### src/sv/bsf_pkg.sv
// ----------------------------------------------------------------------------
// bsf_pkg
// Shared types, line codes and the CRC-16 byte update for the stuffing framer.
// ----------------------------------------------------------------------------
package bsf_pkg;

  localparam logic [7:0] FLAG_BYTE = 8'h7e;
  localparam logic [7:0] ESC_BYTE  = 8'h7d;
  localparam logic [7:0] ESC_XOR   = 8'h20;

  // one frame byte as classified by the front end
  typedef struct packed {
    logic [7:0]  data;
    logic        last;
    logic        open;
    logic [15:0] crc;
  } job_t;

  typedef enum logic [2:0] {
    PH_OPEN,
    PH_DATA,
    PH_CRCL,
    PH_CRCH,
    PH_CLOSE
  } phase_t;

  // crc-16, poly 0x1021, msb first, one byte per call
  function automatic logic [15:0] crc16_update(input logic [15:0] c, input logic [7:0] b);
    logic [15:0] x;
    x = {c[7:0], c[15:8]} ^ {8'h00, b};
    x = x ^ {12'h000, x[7:4]};
    x = x ^ {x[3:0], 12'h000};
    x = x ^ {3'b000, x[7:0], 5'b00000};
    return x;
  endfunction

endpackage

### src/sv/bsf_in_if.sv
// ----------------------------------------------------------------------------
// bsf_in_if
// Frame byte channel: valid/ready handshake with data byte and last flag.
// ----------------------------------------------------------------------------
interface bsf_in_if;
  logic       valid;
  logic       ready;
  logic [7:0] data_byte;
  logic       last_byte;

  modport source (output valid, output data_byte, output last_byte, input ready);
  modport sink   (input valid, input data_byte, input last_byte, output ready);
endinterface

### src/sv/bsf_out_if.sv
// ----------------------------------------------------------------------------
// bsf_out_if
// Line byte channel: valid/ready handshake with line byte and marks.
// ----------------------------------------------------------------------------
interface bsf_out_if;
  logic       valid;
  logic       ready;
  logic [7:0] out_byte;
  logic       run_last;
  logic       frame_end;

  modport source (output valid, output out_byte, output run_last, output frame_end,
                  input ready);
  modport sink   (input valid, input out_byte, input run_last, input frame_end,
                  output ready);
endinterface

### src/sv/byte_stuffing_framer_crc16.sv
// ----------------------------------------------------------------------------
// byte_stuffing_framer_crc16
// Byte-stuffed framer with CRC-16 (0x1021, init 0) over each frame.
// ----------------------------------------------------------------------------
//  channel    dir  payload                           transfer
//  byte_in    in   data_byte[7:0], last_byte         valid && ready
//  line_out   out  out_byte[7:0], run_last, frame_end valid && ready
//
//  one line byte leaves per cycle from the encoder's output register while
//  line_out is ready; an item causes 1 to 8 line bytes, 2 for an escaped
//  byte; the front end takes a byte a cycle while the queue has room.
//  rst is synchronous: no frame open, crc zero, queue and output empty.
//  a stall on line_out fills the job queue, then drops byte_in.ready.
// ----------------------------------------------------------------------------
module byte_stuffing_framer_crc16
  import bsf_pkg::*;
#(
  parameter int QUEUE_DEPTH = 2
) (
  input  logic      clk,
  input  logic      rst,
  bsf_in_if.sink    byte_in,
  bsf_out_if.source line_out
);

  job_t push_job;
  job_t pop_job;
  logic push;
  logic full;
  logic pop;
  logic not_empty;

  bsf_front u_front (
    .clk     (clk),
    .rst     (rst),
    .byte_in (byte_in),
    .job     (push_job),
    .push    (push),
    .full    (full)
  );

  bsf_queue #(
    .DEPTH (QUEUE_DEPTH)
  ) u_queue (
    .clk       (clk),
    .rst       (rst),
    .push      (push),
    .push_job  (push_job),
    .full      (full),
    .pop       (pop),
    .pop_job   (pop_job),
    .not_empty (not_empty)
  );

  bsf_back u_back (
    .clk      (clk),
    .rst      (rst),
    .q_job    (pop_job),
    .q_valid  (not_empty),
    .pop      (pop),
    .line_out (line_out)
  );

endmodule

### src/sv/bsf_front.sv
// ----------------------------------------------------------------------------
// bsf_front
// Accepts frame bytes, tracks frame state and the running CRC, builds jobs.
// ----------------------------------------------------------------------------
module bsf_front
  import bsf_pkg::*;
(
  input  logic        clk,
  input  logic        rst,
  bsf_in_if.sink      byte_in,
  output job_t        job,
  output logic        push,
  input  logic        full
);

  logic        in_frame;
  logic [15:0] crc;
  logic [15:0] crc_base;
  logic [15:0] crc_new;

  assign byte_in.ready = !full;
  assign push          = byte_in.valid && !full;

  // a new frame restarts the crc from zero
  assign crc_base = in_frame ? crc : 16'h0000;
  assign crc_new  = crc16_update(crc_base, byte_in.data_byte);

  assign job.data = byte_in.data_byte;
  assign job.last = byte_in.last_byte;
  assign job.open = !in_frame;
  assign job.crc  = crc_new;

  always_ff @(posedge clk) begin
    if (rst) begin
      in_frame <= 1'b0;
      crc      <= 16'h0000;
    end else if (push) begin
      if (byte_in.last_byte) begin
        in_frame <= 1'b0;
        crc      <= 16'h0000;
      end else begin
        in_frame <= 1'b1;
        crc      <= crc_new;
      end
    end
  end

`ifndef SYNTHESIS
  a_close_clears: assert property (@(posedge clk) disable iff (rst)
    push && job.last |=> !in_frame && crc == 16'h0000)
    else $error("frame state not cleared after last byte");
  a_open_mid: assert property (@(posedge clk) disable iff (rst)
    push && !job.last |=> in_frame && crc == $past(crc_new))
    else $error("crc not carried into open frame");
  a_open_mark: assert property (@(posedge clk) disable iff (rst)
    push && in_frame |-> !job.open)
    else $error("open flag requested inside a frame");
`endif

endmodule

### src/sv/bsf_queue.sv
// ----------------------------------------------------------------------------
// bsf_queue
// Small show-ahead FIFO of jobs between the front end and the line encoder.
// ----------------------------------------------------------------------------
module bsf_queue
  import bsf_pkg::*;
#(
  parameter int DEPTH = 2
) (
  input  logic clk,
  input  logic rst,
  input  logic push,
  input  job_t push_job,
  output logic full,
  input  logic pop,
  output job_t pop_job,
  output logic not_empty
);

  localparam int PW = (DEPTH > 1) ? $clog2(DEPTH) : 1;
  localparam int CW = $clog2(DEPTH + 1);
  localparam logic [CW-1:0] DEPTH_C = CW'(DEPTH);
  localparam logic [PW-1:0] LAST_P  = PW'(DEPTH - 1);

  job_t          entries [DEPTH];
  logic [PW-1:0] wr_ptr;
  logic [PW-1:0] rd_ptr;
  logic [CW-1:0] count;
  logic          do_push;
  logic          do_pop;

  assign full      = (count == DEPTH_C);
  assign not_empty = (count != '0);
  assign do_push   = push && !full;
  assign do_pop    = pop && not_empty;
  assign pop_job   = entries[rd_ptr];

  always_ff @(posedge clk) begin
    if (do_push) begin
      entries[wr_ptr] <= push_job;
    end
  end

  always_ff @(posedge clk) begin
    if (rst) begin
      wr_ptr <= '0;
      rd_ptr <= '0;
      count  <= '0;
    end else begin
      if (do_push) begin
        wr_ptr <= (wr_ptr == LAST_P) ? '0 : wr_ptr + 1'b1;
      end
      if (do_pop) begin
        rd_ptr <= (rd_ptr == LAST_P) ? '0 : rd_ptr + 1'b1;
      end
      case ({do_push, do_pop})
        2'b10:   count <= count + 1'b1;
        2'b01:   count <= count - 1'b1;
        default: count <= count;
      endcase
    end
  end

`ifndef SYNTHESIS
  a_no_overflow: assert property (@(posedge clk) disable iff (rst)
    push |-> !full)
    else $error("push into full queue");
  a_no_underflow: assert property (@(posedge clk) disable iff (rst)
    pop |-> not_empty)
    else $error("pop from empty queue");
  a_count_range: assert property (@(posedge clk) disable iff (rst)
    count <= DEPTH_C)
    else $error("queue count out of range");
`endif

endmodule

### src/sv/bsf_back.sv
// ----------------------------------------------------------------------------
// bsf_back
// Line encoder: walks each job through flag, data, crc and escape bytes.
// ----------------------------------------------------------------------------
module bsf_back
  import bsf_pkg::*;
(
  input  logic     clk,
  input  logic     rst,
  input  job_t     q_job,
  input  logic     q_valid,
  output logic     pop,
  bsf_out_if.source line_out
);

  phase_t     phase;
  phase_t     phase_next;
  phase_t     phase_after;
  logic       busy;
  logic       busy_next;
  logic       esc2;
  logic       esc2_next;
  job_t       job;
  logic       can_emit;
  logic       emit;
  logic       special;
  logic       step_done;
  logic       final_byte;
  logic [7:0] cur_val;
  logic [7:0] emit_byte;

  logic       out_valid;
  logic [7:0] out_data;
  logic       out_run_last;
  logic       out_frame_end;

  assign can_emit = !out_valid || line_out.ready;

  always_ff @(posedge clk) begin
    if (rst) begin
      phase <= PH_OPEN;
      busy  <= 1'b0;
      esc2  <= 1'b0;
    end else begin
      phase <= phase_next;
      busy  <= busy_next;
      esc2  <= esc2_next;
    end
  end

  always_ff @(posedge clk) begin
    if (pop) begin
      job <= q_job;
    end
  end

  always_comb begin
    case (phase)
      PH_OPEN:  cur_val = FLAG_BYTE;
      PH_DATA:  cur_val = job.data;
      PH_CRCL:  cur_val = job.crc[7:0];
      PH_CRCH:  cur_val = job.crc[15:8];
      PH_CLOSE: cur_val = FLAG_BYTE;
      default:  cur_val = FLAG_BYTE;
    endcase

    case (phase)
      PH_OPEN:  phase_after = PH_DATA;
      PH_DATA:  phase_after = PH_CRCL;
      PH_CRCL:  phase_after = PH_CRCH;
      PH_CRCH:  phase_after = PH_CLOSE;
      default:  phase_after = PH_CLOSE;
    endcase

    special = (phase == PH_DATA || phase == PH_CRCL || phase == PH_CRCH) &&
              (cur_val == FLAG_BYTE || cur_val == ESC_BYTE);

    if (special && !esc2) begin
      emit_byte = ESC_BYTE;
    end else if (special) begin
      emit_byte = cur_val ^ ESC_XOR;
    end else begin
      emit_byte = cur_val;
    end

    step_done  = !special || esc2;
    final_byte = step_done && ((phase == PH_DATA && !job.last) || phase == PH_CLOSE);

    phase_next = phase;
    busy_next  = busy;
    esc2_next  = esc2;
    emit       = 1'b0;
    pop        = 1'b0;

    if (busy && can_emit) begin
      emit = 1'b1;
      if (!step_done) begin
        esc2_next = 1'b1;
      end else begin
        esc2_next = 1'b0;
        if (final_byte) begin
          busy_next = 1'b0;
        end else begin
          phase_next = phase_after;
        end
      end
    end

    // next job loads on the same edge the current one finishes
    if ((!busy || (emit && final_byte)) && q_valid) begin
      pop        = 1'b1;
      busy_next  = 1'b1;
      esc2_next  = 1'b0;
      phase_next = q_job.open ? PH_OPEN : PH_DATA;
    end
  end

  always_ff @(posedge clk) begin
    if (rst) begin
      out_valid <= 1'b0;
    end else if (emit) begin
      out_valid <= 1'b1;
    end else if (line_out.ready) begin
      out_valid <= 1'b0;
    end
  end

  always_ff @(posedge clk) begin
    if (emit) begin
      out_data      <= emit_byte;
      out_run_last  <= final_byte;
      out_frame_end <= (phase == PH_CLOSE);
    end
  end

  assign line_out.valid     = out_valid;
  assign line_out.out_byte  = out_data;
  assign line_out.run_last  = out_run_last;
  assign line_out.frame_end = out_frame_end;

`ifndef SYNTHESIS
  a_end_is_flag: assert property (@(posedge clk) disable iff (rst)
    line_out.valid && line_out.frame_end |->
      line_out.out_byte == FLAG_BYTE && line_out.run_last)
    else $error("frame end not on a closing flag");
  a_esc_pending: assert property (@(posedge clk) disable iff (rst)
    busy && esc2 |-> cur_val == FLAG_BYTE || cur_val == ESC_BYTE)
    else $error("escape pending on a plain byte");
  a_stall_holds: assert property (@(posedge clk) disable iff (rst)
    out_valid && !line_out.ready |=> out_valid && $stable(out_data))
    else $error("line byte changed while stalled");
  a_pop_idle: assert property (@(posedge clk) disable iff (rst)
    pop |-> !busy || final_byte)
    else $error("job loaded over unfinished job");
`endif

endmodule

### src/flat_wrapper.sv
// flat-port wrapper written by rule: the top's interface ports become plain ports
module byte_stuffing_framer_crc16_flat import bsf_pkg::*;
#(
  parameter int QUEUE_DEPTH = 2
)
  (clk, rst, byte_in_valid, byte_in_data_byte, byte_in_last_byte, byte_in_ready, line_out_valid, line_out_out_byte, line_out_run_last, line_out_frame_end, line_out_ready);
  bsf_in_if byte_in_i ();
  bsf_out_if line_out_i ();
  input  logic clk;
  input  logic rst;
  input wire logic [$bits(byte_in_i.valid)-1:0] byte_in_valid;
  input wire logic [$bits(byte_in_i.data_byte)-1:0] byte_in_data_byte;
  input wire logic [$bits(byte_in_i.last_byte)-1:0] byte_in_last_byte;
  output wire logic [$bits(byte_in_i.ready)-1:0] byte_in_ready;
  output wire logic [$bits(line_out_i.valid)-1:0] line_out_valid;
  output wire logic [$bits(line_out_i.out_byte)-1:0] line_out_out_byte;
  output wire logic [$bits(line_out_i.run_last)-1:0] line_out_run_last;
  output wire logic [$bits(line_out_i.frame_end)-1:0] line_out_frame_end;
  input wire logic [$bits(line_out_i.ready)-1:0] line_out_ready;
  assign byte_in_i.valid = byte_in_valid;
  assign byte_in_i.data_byte = byte_in_data_byte;
  assign byte_in_i.last_byte = byte_in_last_byte;
  assign byte_in_ready = byte_in_i.ready;
  assign line_out_valid = line_out_i.valid;
  assign line_out_out_byte = line_out_i.out_byte;
  assign line_out_run_last = line_out_i.run_last;
  assign line_out_frame_end = line_out_i.frame_end;
  assign line_out_i.ready = line_out_ready;
  byte_stuffing_framer_crc16 #(.QUEUE_DEPTH(QUEUE_DEPTH)) u_core (.clk(clk), .rst(rst), .byte_in(byte_in_i), .line_out(line_out_i));
endmodule
### config.mk
export PLATFORM = sky130hd
export DESIGN_NAME = byte_stuffing_framer_crc16_flat
export DESIGN_NICKNAME = d
export VERILOG_FILES = /design/src/sv/bsf_pkg.sv /design/src/sv/bsf_in_if.sv /design/src/sv/bsf_out_if.sv /design/src/sv/byte_stuffing_framer_crc16.sv /design/src/sv/bsf_front.sv /design/src/sv/bsf_queue.sv /design/src/sv/bsf_back.sv /design/src/flat_wrapper.sv
export SDC_FILE = /design/constraint.sdc
export NUM_CORES = 1
export LEC_CHECK = 0
export ABC_AREA = 1
export ABC_CLOCK_PERIOD_IN_PS = 2150
export BUFFER_PORTS_ARGS = -buffer_cell sky130_fd_sc_hd__buf_2
export CORE_UTILIZATION = 50
export DETAILED_ROUTE_END_ITERATION = 16
export GPL_TIMING_DRIVEN = 0
export HOLD_SLACK_MARGIN = 0.15
export PLACE_DENSITY = 0.7
export SLEW_MARGIN = 40
export SYNTH_ARGS = -nofsm -noshare
export SYNTH_HDL_FRONTEND = slang
export SYNTH_SLANG_ARGS = --single-unit
### constraint.sdc
create_clock -name clk -period 2.15 [get_ports clk]
set_input_delay 0.3225 -clock clk [delete_from_list [all_inputs] [get_ports clk]]
set_output_delay 0.3225 -clock clk [all_outputs]
set_load 0.1 [all_outputs]
-- Yosys cells after proc, flatten, opt, wreduce, memory -nomap -nowiden
Memories as Yosys holds them, arrays and structs flattened. A register that Yosys moved wholly into a read port is not among the register bits.
Cells that the tools add are included.
- flip-flop bits (word level): 62
- latch bits: 0
- bits in writable memories: 52
- ROM bits: 0
- bits of input ports: 13
- output and inout port bits: 12
- memories: 1
- memories (name ; words ; bits a word ; read ports ; clocked after memory_dff ; wr ports ; line ; RTL):
    u_core.u_queue.entries ; 2 ; 26 ; 1 ; 1 ; 1 ; bsf_queue.sv:25 ; job_t entries [DEPTH];
- $add $sub $neg: 4
- multiply operators: 0
- div/mod/pow operators: 0
- $lt $le $gt $ge: 0
- equal/unequal tests: 10
- shift-type cells: 0
- mux-type cells: 27
- bitwise logic cells: 5
- reduce and logical (&&, ||, !) cells: 34
- operator list (operator ; count):
    16-bit 2-to-1 mux ; 2
    8-bit one-hot mux with 3 select lines ; 1
    1-bit 2-to-1 mux ; 17
    8-bit by 7-bit equality test with 1-bit output, second input constant ; 2
    16-bit by 13-bit XOR with 16-bit output ; 1
    16-bit XOR ; 1
    16-bit by 4-bit XOR with 16-bit output ; 1
    16-bit by 8-bit XOR with 16-bit output ; 1
    3-bit 2-to-1 mux ; 4
    2-bit nonzero test ; 6
    1-bit logical AND ; 10
    3-bit one-hot mux with 3 select lines ; 1
    1-bit logical NOT ; 7
    1-bit logical OR ; 7
    3-bit by 2-bit equality test with 1-bit output, second input constant ; 2
    6-bit 2-to-1 mux ; 1
    3-bit AND reduction ; 2
    2-bit equality test, second input constant ; 2
    2-bit one-hot mux with 2 select lines ; 1
    3-bit by 1-bit equality test with 1-bit output, second input constant ; 1
    3-bit equality test, second input constant ; 1
    3-bit logical NOT ; 1
    1-bit adder, second input constant ; 2
    2-bit by 1-bit adder with 2-bit output, second input constant ; 1
    other kinds (5) ; 5

-- Logic depth before layout (Yosys ltp)
- depth in word-level cells: 15
- depth in mapped cells: 19
- mapped depth without buffers: 19

-- Hierarchy
From an unflattened synthesis, not the netlist that was laid out.
- cell total of the unflattened synthesis: 469
- area, all modules: 5186.2 um2
- by module, submodules not included (module ; times used ; cells each ; area an instance (um2) ; sequential area each (um2)):
    bsf_queue ; 1 ; 121 ; 2229.6 ; 1661.6
    bsf_back ; 1 ; 150 ; 1730.4 ; 1171.1
    bsf_front ; 1 ; 198 ; 1226.2 ; 340.3

-- Least setup slack after synthesis
No wires, ideal clock.
- kind: register -> register
- from: reg u_core.u_queue.count[0]
- to: mem u_core.u_queue.entries[1][0] (netlist name), enable pin
- library setup time: 410 ps
- data arrival time: 2650 ps
- setup slack: -910 ps
- cell stages (with the launch flop): 6
- path buffers: 1
- period minus slack after synthesis: 3060 ps
- cell sequence: dfxtp_1 inv_1 nand2_1 nand2_1 clkbuf_1 nor2_1
- longest elaborated chain between the ends: 6
- ends and longest elaborated chain (element ; line ; RTL):
    start: declaration ; bsf_queue.sv:28 ; logic [CW-1:0] count;
    start signal: assignment ; bsf_queue.sv:57 ; 2'b10: count <= count + 1'b1;
    start signal: assignment ; bsf_queue.sv:58 ; 2'b01: count <= count - 1'b1;
    start signal: assignment ; bsf_queue.sv:59 ; default: count <= count;
    2-bit equality test * ; bsf_queue.sv:32 ; assign full = (count == DEPTH_C);
    1-bit logical NOT * ; - ;
    named net byte_in_ready ; flat_wrapper.sv:14 ; output wire logic [$bits(byte_in_i.ready)-1:0] byte_in_ready;
    1-bit logical AND ; bsf_front.sv:22 ; assign push = byte_in.valid && !full;
    1-bit logical AND * ; bsf_queue.sv:34 ; assign do_push = push && !full;
    1-bit 2-to-1 mux * ; bsf_queue.sv:39 ; if (do_push) begin
    1-bit 2-to-1 mux (not written as such) * ; bsf_queue.sv:40 ; entries[wr_ptr] <= push_job;
    end: declaration ; bsf_queue.sv:25 ;
The timed path passes the listed nets; every way through them passes the cells marked *.

-- Worst setup path after layout
- from: reg u_core.u_back.phase[0]
- to: reg u_core.u_queue.count[1]
- longest elaborated chain between the ends: 15
- elaborated cells between the ends (all ways): 25
- classes of those cells: eq/ne (8); mux (3); reduce/logical (14)
- ends and longest elaborated chain (element ; line ; RTL):
    start: declaration ; bsf_back.sv:16 ; phase_t phase;
    start signal: assignment ; bsf_back.sv:45 ; phase <= phase_next;
    3-bit by 2-bit equality test with 1-bit output or 3-bit by 1-bit equality test with 1-bit output (tied branches) ; bsf_back.sv:58, bsf_back.sv:75, bsf_back.sv:87 ;
    8-bit one-hot mux with 3 select lines ; bsf_back.sv:58 ; case (phase)
    8-bit by 7-bit equality test with 1-bit output ; bsf_back.sv:76 ; (cur_val == FLAG_BYTE || cur_val == ESC_BYTE);
    1-bit logical OR ; bsf_back.sv:76 ;
    1-bit logical AND ; bsf_back.sv:75 ; special = (phase == PH_DATA || phase == PH_CRCL || phase == PH_CRCH) &&
    1-bit logical NOT ; bsf_back.sv:86 ; step_done = !special || esc2;
    1-bit logical OR ; bsf_back.sv:86 ;
    1-bit logical AND * ; bsf_back.sv:87 ; final_byte = step_done && ((phase == PH_DATA && !job.last) || phase == PH_CLOSE);
    1-bit logical AND * ; bsf_back.sv:110 ; if ((!busy || (emit && final_byte)) && q_valid) begin
    1-bit logical OR * ; bsf_back.sv:110 ;
    1-bit logical AND * ; bsf_back.sv:110 ;
    1-bit 2-to-1 mux * ; bsf_back.sv:110 ;
    1-bit logical AND * ; bsf_queue.sv:35 ; assign do_pop = pop && not_empty;
    2-bit by 1-bit equality test with 1-bit output or 2-bit equality test (tied branches) ; bsf_queue.sv:56 ; case ({do_push, do_pop})
    2-bit one-hot mux with 2 select lines or 2-bit nonzero test (tied branches) ; - ;
Every way passes the cells marked *; elsewhere a longest branch is shown, timed or not.
A chain may end at the register's enable or synchronous reset.

==> out/qor.txt <==
========================================================================================
Run status                                                                  finished with violations
Violated checks                                                             setup timing
Switching power                                                                  3070 uW
Pin count of the biggest net entering global routing                                  28
Leakage power total                                                           0.00234 uW
Violation count after the first detailed-routing iteration                           115
Global placement routability congestion                                            0.887
Least-Margin Pin Slew                                                           0.803 ns
Syn_nets                                                                             412
Post-synthesis adder-cell area fraction                                           0.264%
Slack of the worst reg-to-reg path                                              -0.09 ns
Sequential share of power                                                          38.9%
Setup violation total in the final timing report                                       5
Area of the die                                                                9870 um^2
Clock sink count                                                                     115
Commonest cells after routing, fill and taps aside                          sky130_fd_sc_hd__edfxtp_1 (87), sky130_fd_sc_hd__nand2_1 (76), sky130_fd_sc_hd__inv_1 (32), sky130_fd_sc_hd__buf_4 (32)
Routed WL                                                                        9.68 mm
Number of remaining DRC errors                                                         0
Average instance area after synthesis                                          11.9 um^2
Finished Core Util                                                                 66.7%
Int Power                                                                        5620 uW
R2r startpoint                                                              u_core.u_back.phase[0]
Worst hold path depth                                                                  5
Worst EP required                                                                2.59 ns
Worst-path clk slew                                                              0.05 ns
Vias in the first global route                                                     3,197
Most common cell after layout, fill and taps aside                          sky130_fd_sc_hd__edfxtp_1
Endpoint of the lowest-slack register-to-register path                      u_core.u_queue.count[1]
Number of buffers inserted during clock tree synthesis                                17
Post-synthesis instance total                                                        398
Maximum operating frequency                                                      447 MHz
Worst-path maximum fanout                                                              7
Area of the mapped netlist                                                     4740 um^2
Clock tree from TritonCTS                                                          built
Clock Power Share                                                                  26.0%
HPWL Detailed                                                                    5.48 mm
Minimum setup slack after placement                                            -0.373 ns
Clk Latency, worst-skew pair                                                     0.51 ns
Die outline height                                                               99.4 um
Global-route usage over all layers                                                 21.3%
Max VDD drop                                                                    0.651 mV
Area occupied by multi-input gates                                             1550 um^2
CTS H-tree lvls                                                                        4
Register area                                                                  3190 um^2
Proportion of total power due to net switching                                     35.3%
Total global routing overflow                                                          0
Area growth from synthesis to layout                                               29.4%
Worst setup path category                                                   flip-flop to flip-flop
Min-delay src                                                               byte_in_valid
Synth Area in Simple Gates                                                         14.2%
Dominant combinational cell family by area after synthesis                  simple AND/OR/NAND/NOR gates
RSZ-0062 raised after global routing                                                 yes
Synth unique cells                                                                    34
Number of buffers inserted by port buffering                                          23
Flip-flop and latch count after synthesis                                            115
Crit path DAT                                                                    2.68 ns
Standard cell core area                                                        9200 um^2
Post-Synth XOR/XNOR Area                                                           4.25%
Via count                                                                          3,165
Total number of yosys warnings                                                         0
Filler cell count in the final layout                                                637
Total number of nets in the final design                                             504
Maximum Capacitance Violations                                                         0
Floorplan die width                                                              99.4 um
CP endpoint kind                                                               flip-flop
Logic pwr share                                                                    35.1%
Portion of the clock cycle consumed by the worst path in the final layout           104%
Number of antenna repair diodes                                                        0
Hold Crit Endpoint                                                          u_core.u_front.crc[11]
Starting density of the core                                                       51.5%
First-pass GRT wire length                                                       15.4 mm
Register-to-Register Path Depth                                                       17
Compound-gate portion of the synthesized area                                      3.64%
Number of vias per cell                                                             5.16
Final sum of negative setup slack                                              -0.326 ns
Boundary Pins                                                                         25
CTS root buffer                                                             sky130_fd_sc_hd__clkbuf_8
Min setup slack post-route                                                    -0.0859 ns
Worst clock skew                                                              0.00771 ns
Antenna violations before repair                                                       0
Total chip power                                                                 8690 uW
Type of element launching the critical path                                    flip-flop
Power density cells                                                         1420 nW/um^2
Post-DR wirelength/cell                                                          15.8 um
Final hold viol count                                                                  0
Cell row count                                                                        35
Relative slew slack                                                                46.5%
Number of nets with antenna violations after detailed routing                          0
Share of synthesized area occupied by flip-flops and latches                       66.9%
Placed Instances                                                                     532
Layout cell share with drive strength beyond 1                                     33.5%
Minimum clock period                                                             2.24 ns
Worst hold path class                                                       input pin to flip-flop
Iteration count of the initial detailed-routing pass                                   4
Buffer levels on the longest clock path                                                2
Multiplexer share of the synthesized area                                          6.15%
Number of pins exceeding their max-slew limit in the final report                      0
Final non-filler cell total                                                          613
========================================================================================
==> repair_timing <==
item | 4_1_cts | 5_1_grt
gates cloned | 1 | 1
pin swaps | 20 | 16
setup endpoints to repair | 29 | 80
buffers inserted | 34 | 5
hold endpoints to repair | 26 | 0
hold buffers | 12 | 0
resized for setup | 45 | 21
==> registers in the layout, summed over array words and instances, names as in the netlist, named ones only <==
register and cells:
u_core.u_back.job 25, u_core.u_back.line_out.out_byte 8, u_core.u_front.in_frame 1, u_core.u_back.line_out.run_last 1, u_core.u_back.busy 1, u_core.u_queue.wr_ptr 1
u_core.u_front.crc 16, u_core.u_queue.entries 52, u_core.u_queue.count 2, u_core.u_queue.rd_ptr 1, u_core.u_back.line_out.valid 1, u_core.u_back.line_out.frame_end 1
u_core.u_back.phase 3, u_core.u_back.esc2 1
==> layout make-up <==
class | count | share of cell area [%]
repair buffers | 72 | 8.67
clock inverters | 9 | 0.673
flip-flops and latches | 115 | 51.9
repair inverters | 1 | 0.184
clock buffers | 22 | 7.06
multi-input cells | 232 | 25.3
well taps | 111 | 2.26
inverters | 38 | 2.69
plain buffers | 13 | 1.26
==> kinds of logic (layout without fill, tap and decap cells) <==
group           count (synthesis)  count (layout)
simple gates                  150             150
flops                         115             115
buf+inv                        51             155
compound gates                 32              32
mux                            26              26
xor+xnor                       23              23
fa+ha+maj                       1               1
==> critical path, stage by stage, from the launching register on <==
cell                      delay [ns]
sky130_fd_sc_hd__dfxtp_4        0.42
sky130_fd_sc_hd__buf_6          0.16
sky130_fd_sc_hd__buf_6          0.11
sky130_fd_sc_hd__nand4_1        0.10
sky130_fd_sc_hd__nand3_2        0.14
sky130_fd_sc_hd__nand3_2        0.11
sky130_fd_sc_hd__nor2_4         0.15
sky130_fd_sc_hd__nand3_4        0.10
sky130_fd_sc_hd__nand3_4        0.07
sky130_fd_sc_hd__nand2_4        0.06
sky130_fd_sc_hd__nand2_4        0.08
sky130_fd_sc_hd__inv_4          0.04
sky130_fd_sc_hd__ha_4           0.26
sky130_fd_sc_hd__inv_2          0.04
sky130_fd_sc_hd__nand2_2        0.07
sky130_fd_sc_hd__nor2_4         0.04
sky130_fd_sc_hd__buf_6          0.11
sky130_fd_sc_hd__a21oi_2        0.12
==> layer usage <==
layer  track usage (%)  routed length (um)  part of all wire, %  up-vias
met2              35.1                5060                   52       94
met3              6.25                 413                  4.3       34
met1              24.4                3870                   40     1507
met5                 0                   0                    0        -
met4              13.7                 342                  3.5        0
li1                  -                   -                    -     1530
==> synthesized netlist by cell type, drive strengths merged <==
master / count / area, um^2
a21o: 1 / 7.51
a21oi: 22 / 110
a22oi: 1 / 7.51
and3: 1 / 6.26
buf: 6 / 47.5
clkbuf: 7 / 26.3
dfxtp: 28 / 561
edfxtp: 87 / 2610
ha: 1 / 12.5
inv: 38 / 143
mux2: 25 / 282
mux2i: 1 / 10.0
nand2: 86 / 340
nand3: 13 / 87.6
nand4: 8 / 50.1
nor2: 36 / 145
nor3: 4 / 30.0
o21a: 1 / 7.51
o21ai: 6 / 33.8
o22ai: 1 / 6.26
or2: 2 / 12.5
xnor2: 7 / 61.3
xor2: 16 / 140
==> stage by stage <==
stage	hold WS, ns	cell area, um^2
3_5_place_dp	0.456	5020
4_1_cts	0.346	6010
3_3_place_gp	0.453	5020
2_1_floorplan	0.421	4760
6_report	0.383	6130
5_1_grt	0.367	6130
==> worst max-delay path by stage <==
stage | from | endpoint | slack [ns]
floorplan | u_core.u_back.phase[2] | u_core.u_queue.count[1] | 0.003
global placement | u_core.u_back.phase[2] | u_core.u_queue.count[1] | -0.30
detailed placement | u_core.u_back.phase[2] | u_core.u_queue.count[1] | -0.37
CTS | u_core.u_back.phase[2] | u_core.u_queue.count[1] | -0.07
global route | u_core.u_back.phase[2] | u_core.u_queue.count[1] | -0.22
finish | u_core.u_back.phase[0] | u_core.u_queue.count[1] | -0.09
==> power by group through the flow <==
stage | Clock, uW | Sequential [uW] | Combinational (uW)
6_report | 2260 | 3380 | 3050
5_1_grt | 2390 | 3440 | 3270
4_1_cts | 2280 | 3370 | 2780
2_1_floorplan | 0 | 3850 | 1270
3_3_place_gp | 0 | 3370 | 2140
3_5_place_dp | 0 | 3380 | 2170
(Power assumes the default switching activity.)
